$ cat src/hdl/unsigned_to_decimal_ascii_macros.svh
// Assertion macros for the decimal ASCII converter.
// Every macro samples on clk_i and is disabled while rst_ni is low.
`ifndef UNSIGNED_TO_DECIMAL_ASCII_MACROS_SVH
`define UNSIGNED_TO_DECIMAL_ASCII_MACROS_SVH

// Check that a condition implies a property in the same cycle.
`define U2DA_ASSERT_NOW(lbl, cond, prop) \
  lbl: assert property (@(posedge clk_i) disable iff (!rst_ni) (cond) |-> (prop)) \
    else $error("u2da assertion failed");

// Check that a condition implies a property in the following cycle.
`define U2DA_ASSERT_NEXT(lbl, cond, prop) \
  lbl: assert property (@(posedge clk_i) disable iff (!rst_ni) (cond) |=> (prop)) \
    else $error("u2da assertion failed");

`endif

$ cat src/hdl/u2da_pkg.sv
// Shared constants, state type and command/status structs of the converter.
// No dependencies; used by the controller, the datapath and the top level.
package u2da_pkg;

  localparam int DataBits     = 32;  // width of the input value field
  localparam int ValueBitsDef = 32;  // default converted width
  localparam int MaxDigits    = 10;  // digits of the largest 32-bit value
  localparam int DigitBits    = 4;
  localparam int CountBits    = 4;
  localparam int CharBits     = 6;
  localparam int OutDataBits  = 16;  // 10 payload bits padded to two bytes

  localparam logic [CharBits-1:0] AsciiZero = 6'd48;
  localparam logic [DigitBits-1:0] DigitBase = 4'd10;

  // floor(v / 10) == (v * Recip10) >> Recip10Shift for every 32-bit v
  localparam logic [31:0] Recip10      = 32'hCCCC_CCCD;
  localparam int          Recip10Shift = 35;

  typedef enum logic [1:0] {
    StIdle,
    StConv,
    StEmit
  } state_e;

  typedef struct packed {
    logic load;      // take a new value, clear the digit count
    logic step;      // peel one digit off the value
    logic out_load;  // move the next digit into the output register
  } cmd_t;

  typedef struct packed {
    logic conv_done;   // the digit produced this step is the last one
    logic last_digit;  // the digit about to be loaded is the least significant
    logic out_valid;   // the output register holds an untaken beat
  } sts_t;

endpackage

$ cat src/hdl/u2da_ctrl.sv
// Sequencer of the converter: accept, convert one digit a cycle, emit.
// Depends on u2da_pkg for the state type and the command/status structs.
module u2da_ctrl (
  input  logic            clk_i,
  input  logic            rst_ni,
  input  logic            in_valid_i,
  output logic            in_ready_o,
  input  logic            out_ready_i,
  input  u2da_pkg::sts_t  sts_i,
  output u2da_pkg::cmd_t  cmd_o
);
  import u2da_pkg::*;

  state_e state_q, state_d;

  always_ff @(posedge clk_i or negedge rst_ni) begin
    if (!rst_ni) begin
      state_q <= StIdle;
    end else begin
      state_q <= state_d;
    end
  end

  always_comb begin
    state_d    = state_q;
    cmd_o      = '0;
    in_ready_o = 1'b0;
    case (state_q)
      StIdle: begin
        in_ready_o = 1'b1;
        if (in_valid_i) begin
          cmd_o.load = 1'b1;
          state_d    = StConv;
        end
      end
      StConv: begin
        cmd_o.step = 1'b1;
        if (sts_i.conv_done) begin
          state_d = StEmit;
        end
      end
      StEmit: begin
        // advance only when the output register is free or being emptied
        if (!sts_i.out_valid || out_ready_i) begin
          cmd_o.out_load = 1'b1;
          if (sts_i.last_digit) begin
            state_d = StIdle;
          end
        end
      end
      default: begin
        state_d = StIdle;
      end
    endcase
  end

endmodule

$ cat config.mk
export PLATFORM = sky130hd
export DESIGN_NAME = u2da_ctrl
export DESIGN_NICKNAME = d
export VERILOG_FILES = /design/src/hdl/unsigned_to_decimal_ascii_macros.svh /design/src/hdl/u2da_pkg.sv /design/src/hdl/u2da_ctrl.sv
export SDC_FILE = /design/constraint.sdc
export NUM_CORES = 1
export LEC_CHECK = 0
export ABC_AREA = 1
export BUFFER_PORTS_ARGS = -buffer_cell sky130_fd_sc_hd__buf_2
export CAP_MARGIN = 20
export CORE_AREA = 2 2 39 41
export DETAILED_ROUTE_END_ITERATION = 12
export DIE_AREA = 0 0 41 43
export HOLD_SLACK_MARGIN = 0.02
export PLACE_DENSITY = 0.34
export SLEW_MARGIN = 20
export SYNTH_ARGS = -nofsm -noshare
export SYNTH_HDL_FRONTEND = slang
export SYNTH_SLANG_ARGS = --single-unit
$ cat constraint.sdc
create_clock -name clk_i -period 2.2 [get_ports clk_i]
set_input_delay 0.44 -clock clk_i [delete_from_list [all_inputs] [get_ports clk_i]]
set_output_delay 0.44 -clock clk_i [all_outputs]
set_load 0.02 [all_outputs]
Word level (Yosys, flattened, before mapping)
Index checks and enable logic that the tools add are counted.

Register bits after elaboration: 2. Input port bits: 7. Output and inout port bits: 4.

Eq/ne operators: 6. Multiplexer cells: 11. Reductions and logical operators: 4.

Operators by type and width (number): $mux 2 (4); $ne 2x2->1 const B (4); $mux 1 (6); $pmux 2 s3 (1); $reduce_and 4->1 (1); $eq 2x1->1 const B (1); $eq 2x2->1 const B (1); $logic_not 2->1 (1); $logic_not 1->1 (1); $logic_or 1x1->1 (1).

Logic depth before layout (Yosys ltp)
Gate-level depths: netlist of run 1.

Depth in word-level cells: 4. Depth in mapped cells: 5. Mapped depth without buffers: 5.

Least setup slack after synthesis of run 1
No wires, ideal clock.

Path kind: reg2out. Start: register state_q[0]. End: output cmd_o[2] (netlist name). Arrival time: 0.805 ns. Path slack: 0.955 ns. Stages on the path, launching flop included: 4. Buffers on the path: 0. Cell sequence: dfrtp_1 -> inv_1 -> nand2_1 -> nor2_1.

RTL lines: start, declared (RTL line u2da_ctrl.sv:14) `state_e state_q, state_d;`; start signal, assigned (RTL line u2da_ctrl.sv:18) `state_q <= StIdle;`; start signal, assigned (RTL line u2da_ctrl.sv:20) `state_q <= state_d;`; end, declared (RTL line u2da_ctrl.sv:10) `output u2da_pkg::cmd_t cmd_o`.

==> reports/results.ini, run 1 <==
[timing]
finalSetupViolCount=0
setup_slack_ps=732
skew_ps=0.672
holdWs_ps=453
rsz0062_at_grt=no
slew_viol_final=0
min_period_over_period_pct=66.7
finalHoldViolations=0
worst_slew_pin_slew_ps=122
finalCriticalPeriod_ps=1470
relSlewSlack_pct=91.9
max_freq_ghz=0.681
setup_tns_ps=0

[global_route]
antenna_found_initial=0
overflow=0
grt_max_degree=4
grt_pass1_vias=177
grt_usage_pct=4.92
grt_first_pass_wirelength_um=524

[setup_path]
crit_chain=inv_1, nor2_1, and2_1, buf_2
path_delay_family=flip-flops
path_max_fanout=2
cp.arrival_ps=1030
critical_path_class=register to output pin
worst_path_max_delay_cell=dfrtp_1
start_kind=register
cp.required_ps=1760
regToRegStartpoint=state_q[1]
worst-path-buf-inv=2
max_stage_delay_ps=350
cp-end-kind=output pin
startpoint=state_q[1]

[detailed_routing]
dr_total_vias=154
drtPass1Iterations=1
drt_iter0_markers=0
viasPerCell=3.08
routed_wl_um=308
wl_per_cell_um=6.16
detail-route-antenna-nets=0
route.detailed.drc=0

[die]
die_area_um2=1760
die_w_um=41
core_um2=1380
die-height_um=43
ios=11
start_util_pct=9.22
rows=14

[clocking]
cts_sinks=2
cts_setup_buffers=0
htreeDepth=1
cts_root_buf=clkbuf_4
clk_latency_ps=220
cts_buffers=3
clk_path_buf_depth=2
clk_pin_slew_worst_paths_ps=30
cts_tree=built

[layout]
synthToLayoutAreaGrowth_pct=80.4
antenna_cells=0
fin_nets=43
drive_above_1_share_pct=44.1
final_common_cell=buf_2
final_area_um2=230
final_core_util_pct=16.6
registers.top_by_ff_count=state_q
largest_reg_flops=2
reg_top3=state_q: 2 flops
final_cell_mix=buf_2, nand2_1, inv_1
instances_no_fill=50

[power_and_ir_drop]
power.density_nw_per_um2=1320
p_total_mw=0.304
ir_drop_mv=0.184
p_leak_nw=0.145

[yosys]
synth-seq-cells=2
ys_warn_count=0
syn_area_per_cell_um2=6.38
syn_area_um2=128
seq_area_frac_synth_pct=39.2
syn_nets=27
synth.distinct_cells=7
synth_cells=20

[placed_design]
placed_area_um2=198
gp_congestion=0.583
dp_slack_ps=831
dp_hpwl_um=266
io_buffers=10
place_inst=46

[flow_run]
cap_violations=0

[status]
outcome=finished clean

[hold_path]
min_path_type=input port to register
min_from=sts_i[2]

-- per-layer routing --
layer	up-vias	share of wire, %	track usage [%]
li1	85	-	-
met1	67	31	2.89
met2	2	65	7.81
met3	0	3.6	3.14
met4	0	0	6.00
met5	-	0	0
-- power by group --
| group | switching (mW) | internal (mW) | total [mW] | leakage (nW) |
|---|---|---|---|---|
| Sequential | 0.00979 | 0.0548 | 0.0646 | 0.0254 |
| Combinational | 0.105 | 0.0542 | 0.159 | 0.106 |
| Clock | 0.0200 | 0.0601 | 0.0800 | 0.0138 |
| Total | 0.135 | 0.169 | 0.304 | 0.145 |
-- tightest hold or removal path, cell delays in order --
cell and delay (ps):
buf_2 90, nand2_1 50, nand2_1 60
-- path summary, 6_finish.rpt --
path                              end  slack, ps  cells past startpoint
max                          cmd_o[0]        730                      4
min                        state_q[1]        450                      3
max reg2reg                state_q[0]       1470                      3
min reg2reg                state_q[1]        530                      3
max in group asynchronous  state_q[1]       1570                      2
min in group asynchronous  state_q[0]        530                      2
-- area by class of cell --
cell class / instances / area, µm²
clock buffer: 3 / 22.5
timing repair buffer: 11 / 60.1
tap: 16 / 20.0
multi-input combinational: 12 / 55.1
inverter: 6 / 22.5
fill: 167 / 1150
sequential: 2 / 50.0
-- cells in the mapped netlist (all sizes together) --
master	number	area share [%]
nand2	7	21
inv	6	18
nor2	3	11
dfrtp	2	39
and2	1	4.9
o21ai	1	6.9
-- logic make-up (layout without fill, tap and decap cells) --
group | count (synthesis) | after routing | synth area share, %
and+or+nand+nor | 11 | 11 | 36.3
buffers and inverters | 6 | 20 | 17.6
DFF | 2 | 2 | 39.2
AOI/OAI and AO/OA | 1 | 1 | 6.86
-- timing repair --
action,CTS,global route
hold endpoints to repair,2,0
gates resized for setup,0,0
hold buffers,1,0
Power figures use the tool's default switching activity.
==> run 2, diff against run 1 <==
--- a/config.mk
+++ b/config.mk
@@ -12,7 +12,7 @@
 export DETAILED_ROUTE_END_ITERATION = 12
 export DIE_AREA = 0 0 41 43
 export HOLD_SLACK_MARGIN = 0.02
-export PLACE_DENSITY = 0.34
+export PLACE_DENSITY = 0.35
 export SLEW_MARGIN = 20
 export SYNTH_ARGS = -nofsm -noshare
 export SYNTH_HDL_FRONTEND = slang
==> constraint.sdc (replaced) <==
create_clock -name clk_i -period 1.3 [get_ports clk_i]
set_input_delay 0.26 -clock clk_i [delete_from_list [all_inputs] [get_ports clk_i]]
set_output_delay 0.26 -clock clk_i [all_outputs]
set_load 0.02 [all_outputs]
==> run 2 against run 1 <==
  * Final area grew 14%
  * Clock skew rose by 0.82 ps
  * Via count up 4.5%
  * Critical path depth unchanged
  * Hold slack got worse by 180 ps
  * Core utilization grew 2.4 points
  * Sequential share of layout area down 2.7 points
  * Die area is the same
  * Worst setup slack worse by 680 ps
  * Sequential cell count unchanged
  * Register-to-register slack lost 920 ps
==> reports/results.ini, run 2 (synthesized netlist as in run 1, its figures left out) <==
[timing]
max_freq_ghz=0.802
finalHoldViolations=0
finalSetupViolCount=0
relSlewSlack_pct=90.5
rsz0062_at_grt=yes
finalCriticalPeriod_ps=1250
setup_tns_ps=0
min_period_over_period_pct=95.9
worst_slew_pin_slew_ps=143
skew_ps=1.49
slew_viol_final=0

[power_and_ir_drop]
p_leak_nw=0.151
ir_drop_mv=0.493
power.density_nw_per_um2=2360
p_total_mw=0.619

[global_route]
grt_max_degree=4
grt_pass1_vias=157
overflow=0
grt_first_pass_wirelength_um=510
grt_usage_pct=5.12
antenna_found_initial=0

[setup_path]
startpoint=state_q[1]
cp-end-kind=output pin
cp.arrival_ps=990
path_max_fanout=2
cp.required_ps=1040
regToRegStartpoint=state_q[0]
critical_path_class=register to output pin
start_kind=register

[clocking]
clk_latency_ps=220
clk_pin_slew_worst_paths_ps=30
htreeDepth=1
cts_buffers=3
cts_root_buf=clkbuf_4
cts_tree=built
clk_path_buf_depth=2
cts_sinks=2
cts_setup_buffers=0

[die]
die_w_um=41
start_util_pct=9.22
die_area_um2=1760
rows=14
die-height_um=43
core_um2=1380
ios=11

[layout]
drive_above_1_share_pct=61.8
synthToLayoutAreaGrowth_pct=106
final_cell_mix=buf_2, nand2_1, inv_1
registers.top_by_ff_count=state_q
fin_nets=43
instances_no_fill=50
fillCellCount=163
final_common_cell=buf_2
reg_top3=state_q: 2 flops
largest_reg_flops=2
antenna_cells=0

[hold_path]
min_from=sts_i[2]
min_path_type=input port to register

[detailed_routing]
routed_wl_um=332
wl_per_cell_um=6.64
drt_iter0_markers=0
viasPerCell=3.22
route.detailed.drc=0
drtPass1Iterations=1
dr_total_vias=161
detail-route-antenna-nets=0

[flow_run]
cap_violations=0

[placed_design]
dp_hpwl_um=261
place_inst=46
gp_congestion=0.606
io_buffers=10

[status]
outcome=finished clean

## run 2: cell counts in the layout (fill, tap and decap cells not counted)
Identical to the previous run, type by type.
## run 2: final timing paths
kind,to,slack [ps],cells past startpoint
worst min register to register,state_q[1],550,3
min in group asynchronous,state_q[0],350,2
worst max-delay path,cmd_o[0],50,4
worst min-delay path,state_q[1],270,3
worst max register to register,state_q[0],550,4
max in group asynchronous,state_q[1],850,2
## run 2: cell type report
type	instances	area (µm²)	area share (%)
multi-input combinational	12	75.1	28.6
timing repair buffer	11	72.6	27.6
sequential	2	50.0	19.0
clock buffer	3	22.5	8.57
inverter	6	22.5	8.57
tap	16	20.0	7.62
## run 2: timing repair
item                                    in CTS  in global routing
endpoints found under the setup margin       2                  3
pin swaps                                    0                  1
hold buffers                                 1                  0
resized for setup                            2                 10
hold endpoints to repair                     2                  0
## run 2: worst max-delay path, cell delays in order (launching register included)
cell	delay [ps]
dfrtp_1	360
inv_2	60
nor2_2	100
and2_4	140
buf_6	100
## run 2: routing by layer
layer / up-vias / GRT usage (%) / part of all wire [%]
met1: 69 / 3.21 / 31
li1: 85 / - / -
met5: - / 0 / 0
met4: 0 / 6.00 / 0
met3: 0 / 5.24 / 11
met2: 7 / 6.88 / 57
## run 2: power breakdown
part / switching, mW / leakage, nW / internal [mW]
clock network: 0.0354 / 0.0138 / 0.102
logic: 0.216 / 0.111 / 0.149
registers: 0.0236 / 0.0254 / 0.0930
## run 2: metrics by stage
step	utilization (%)	instance area [µm²]	hold WS [ps]	setup slack (ps)
after floorplan	-	128	-35.6	235
final	19.0	263	273	53.3
after global routing	19.0	263	276	-5.11
after global placement	14.3	198	49.4	225
after detailed placement	14.3	198	51.2	241
after CTS	17.0	235	274	9.44
==> run 3, diff against run 2 <==
--- a/config.mk
+++ b/config.mk
@@ -12,6 +12,7 @@
 export DETAILED_ROUTE_END_ITERATION = 12
 export DIE_AREA = 0 0 41 43
 export HOLD_SLACK_MARGIN = 0.02
+export MAX_ROUTING_LAYER = met4
 export PLACE_DENSITY = 0.35
 export SLEW_MARGIN = 20
 export SYNTH_ARGS = -nofsm -noshare
==> run 3 against run 2 <==
  * Final area unchanged
  * Final cell count did not move
  * Total power is essentially flat
  * Critical path depth did not move
  * Highest routed layer unchanged
  * First-iteration DRC count unchanged
  * Register-to-register slack about the same
  * Routed wire length unchanged
==> reports/results.ini, run 3 (synthesized netlist as in run 1, its figures left out) <==
[power_and_ir_drop]
power.share.switching_pct=44.5
power.density_nw_per_um2=2360
p_leak_nw=0.151
pwr-share-seq_pct=18.8
p_switching_mw=0.276
internal-power_mw=0.344
p_clk_share_pct=22.2
ir_drop_mv=0.494
combPwrFrac_pct=59.0

[setup_path]
critical_path_class=register to output pin
cp.required_ps=1040
r2r-end=state_q[0]
cp.arrival_ps=990
regToRegStartpoint=state_q[0]
worstRegToRegCells=4
ff2ff_setup_slack_ps=550
cp-end-kind=output pin
start_kind=register
path_max_fanout=2

[hold_path]
min_path_type=input port to register
min_from=sts_i[2]
whs_endpoint=state_q[1]
hold_depth=3

[layout]
fillCellCount=163
final_area_um2=263
largest_reg_flops=2
drive_above_1_share_pct=61.8
synthToLayoutAreaGrowth_pct=106
final_cell_mix=buf_2, nand2_1, inv_1
registers.top_by_ff_count=state_q
antenna_cells=0
fin_nets=43
reg_top3=state_q: 2 flops
final_common_cell=buf_2
final_core_util_pct=19.0

[clocking]
cts_setup_buffers=0
cts_tree=built
clk_latency_ps=220
cts_root_buf=clkbuf_4
htreeDepth=1
clk_pin_slew_worst_paths_ps=30
clk_path_buf_depth=2
cts_buffers=3
cts_sinks=2

[placed_design]
placed_area_um2=198
dp_hpwl_um=261
io_buffers=10
dp_slack_ps=241
gp_congestion=0.610

[die]
die_w_um=41
die-height_um=43
die_area_um2=1760
ios=11
rows=14
start_util_pct=9.22
core_um2=1380

[timing]
worst_slew_pin_slew_ps=143
relSlewSlack_pct=90.5
rsz0062_at_grt=yes
finalCriticalPeriod_ps=1250
finalHoldViolations=0
setup_tns_ps=0
setup_slack_ps=53.3
holdWs_ps=273
skew_ps=1.48
slew_viol_final=0
max_freq_ghz=0.802
finalSetupViolCount=0
min_period_over_period_pct=95.9

[detailed_routing]
route.detailed.drc=0
viasPerCell=3.22
routed_wl_um=332
dr_total_vias=161
drtPass1Iterations=1
wl_per_cell_um=6.64
drt_iter0_markers=0
detail-route-antenna-nets=0

[global_route]
grt_usage_pct=5.24
overflow=0
grt_pass1_vias=157
antenna_found_initial=0
grt_first_pass_wirelength_um=510
grt_max_degree=4

[flow_run]
cap_violations=0

[status]
outcome=finished clean

run 3: worst max-delay path: stages, from the launching register on:
cell     delay (ps)
dfrtp_1         360
inv_2            60
nor2_2          100
and2_4          140
buf_6           100
run 3: area by class of cell:
type	count	area [µm²]	share of cell area, %
Multi-Input combinational cell	12	75.1	28.6
Timing Repair Buffer	11	72.6	27.6
Inverter	6	22.5	8.57
Tap cell	16	20.0	7.62
Clock buffer	3	22.5	8.57
Sequential cell	2	50.0	19.0
run 3: power groups by stage:
stage	registers (mW)	logic [mW]	clock network, mW
finish	0.117	0.365	0.137
global route	0.120	0.403	0.150
CTS	0.109	0.290	0.146
detailed placement	0.110	0.274	0
global placement	0.112	0.276	0
floorplan	0.107	0.191	0
run 3: timing repair:
item | CTS | global route
pin swaps | 0 | 1
resized for setup | 2 | 10
endpoints found under the hold margin | 2 | 0
setup endpoints to repair | 2 | 3
hold buffers | 1 | 0
run 3: worst max-delay path by stage:
| stage | startpoint | slack (ps) | to | cells past startpoint |
|---|---|---|---|---|
| floorplan | state_q[0] | 230 | cmd_o[2] | 3 |
| global placement | state_q[1] | 230 | cmd_o[2] | 4 |
| detailed placement | state_q[1] | 240 | cmd_o[0] | 4 |
| CTS | state_q[1] | 9 | cmd_o[2] | 4 |
| global route | state_q[1] | -5 | cmd_o[0] | 4 |
| finish | state_q[1] | 50 | cmd_o[0] | 4 |
run 3: layer usage:
metal	track usage, %	wire, µm
met5	-	0
met3	4.71	31
met2	6.88	190
met1	3.53	110
met4	6.00	0
run 3: metrics by stage:
step | power [mW] | std cells
finish | 0.619 | 50
global route | 0.673 | 50
CTS | 0.546 | 50
detailed placement | 0.384 | 46
global placement | 0.387 | 46
floorplan | 0.298 | 20
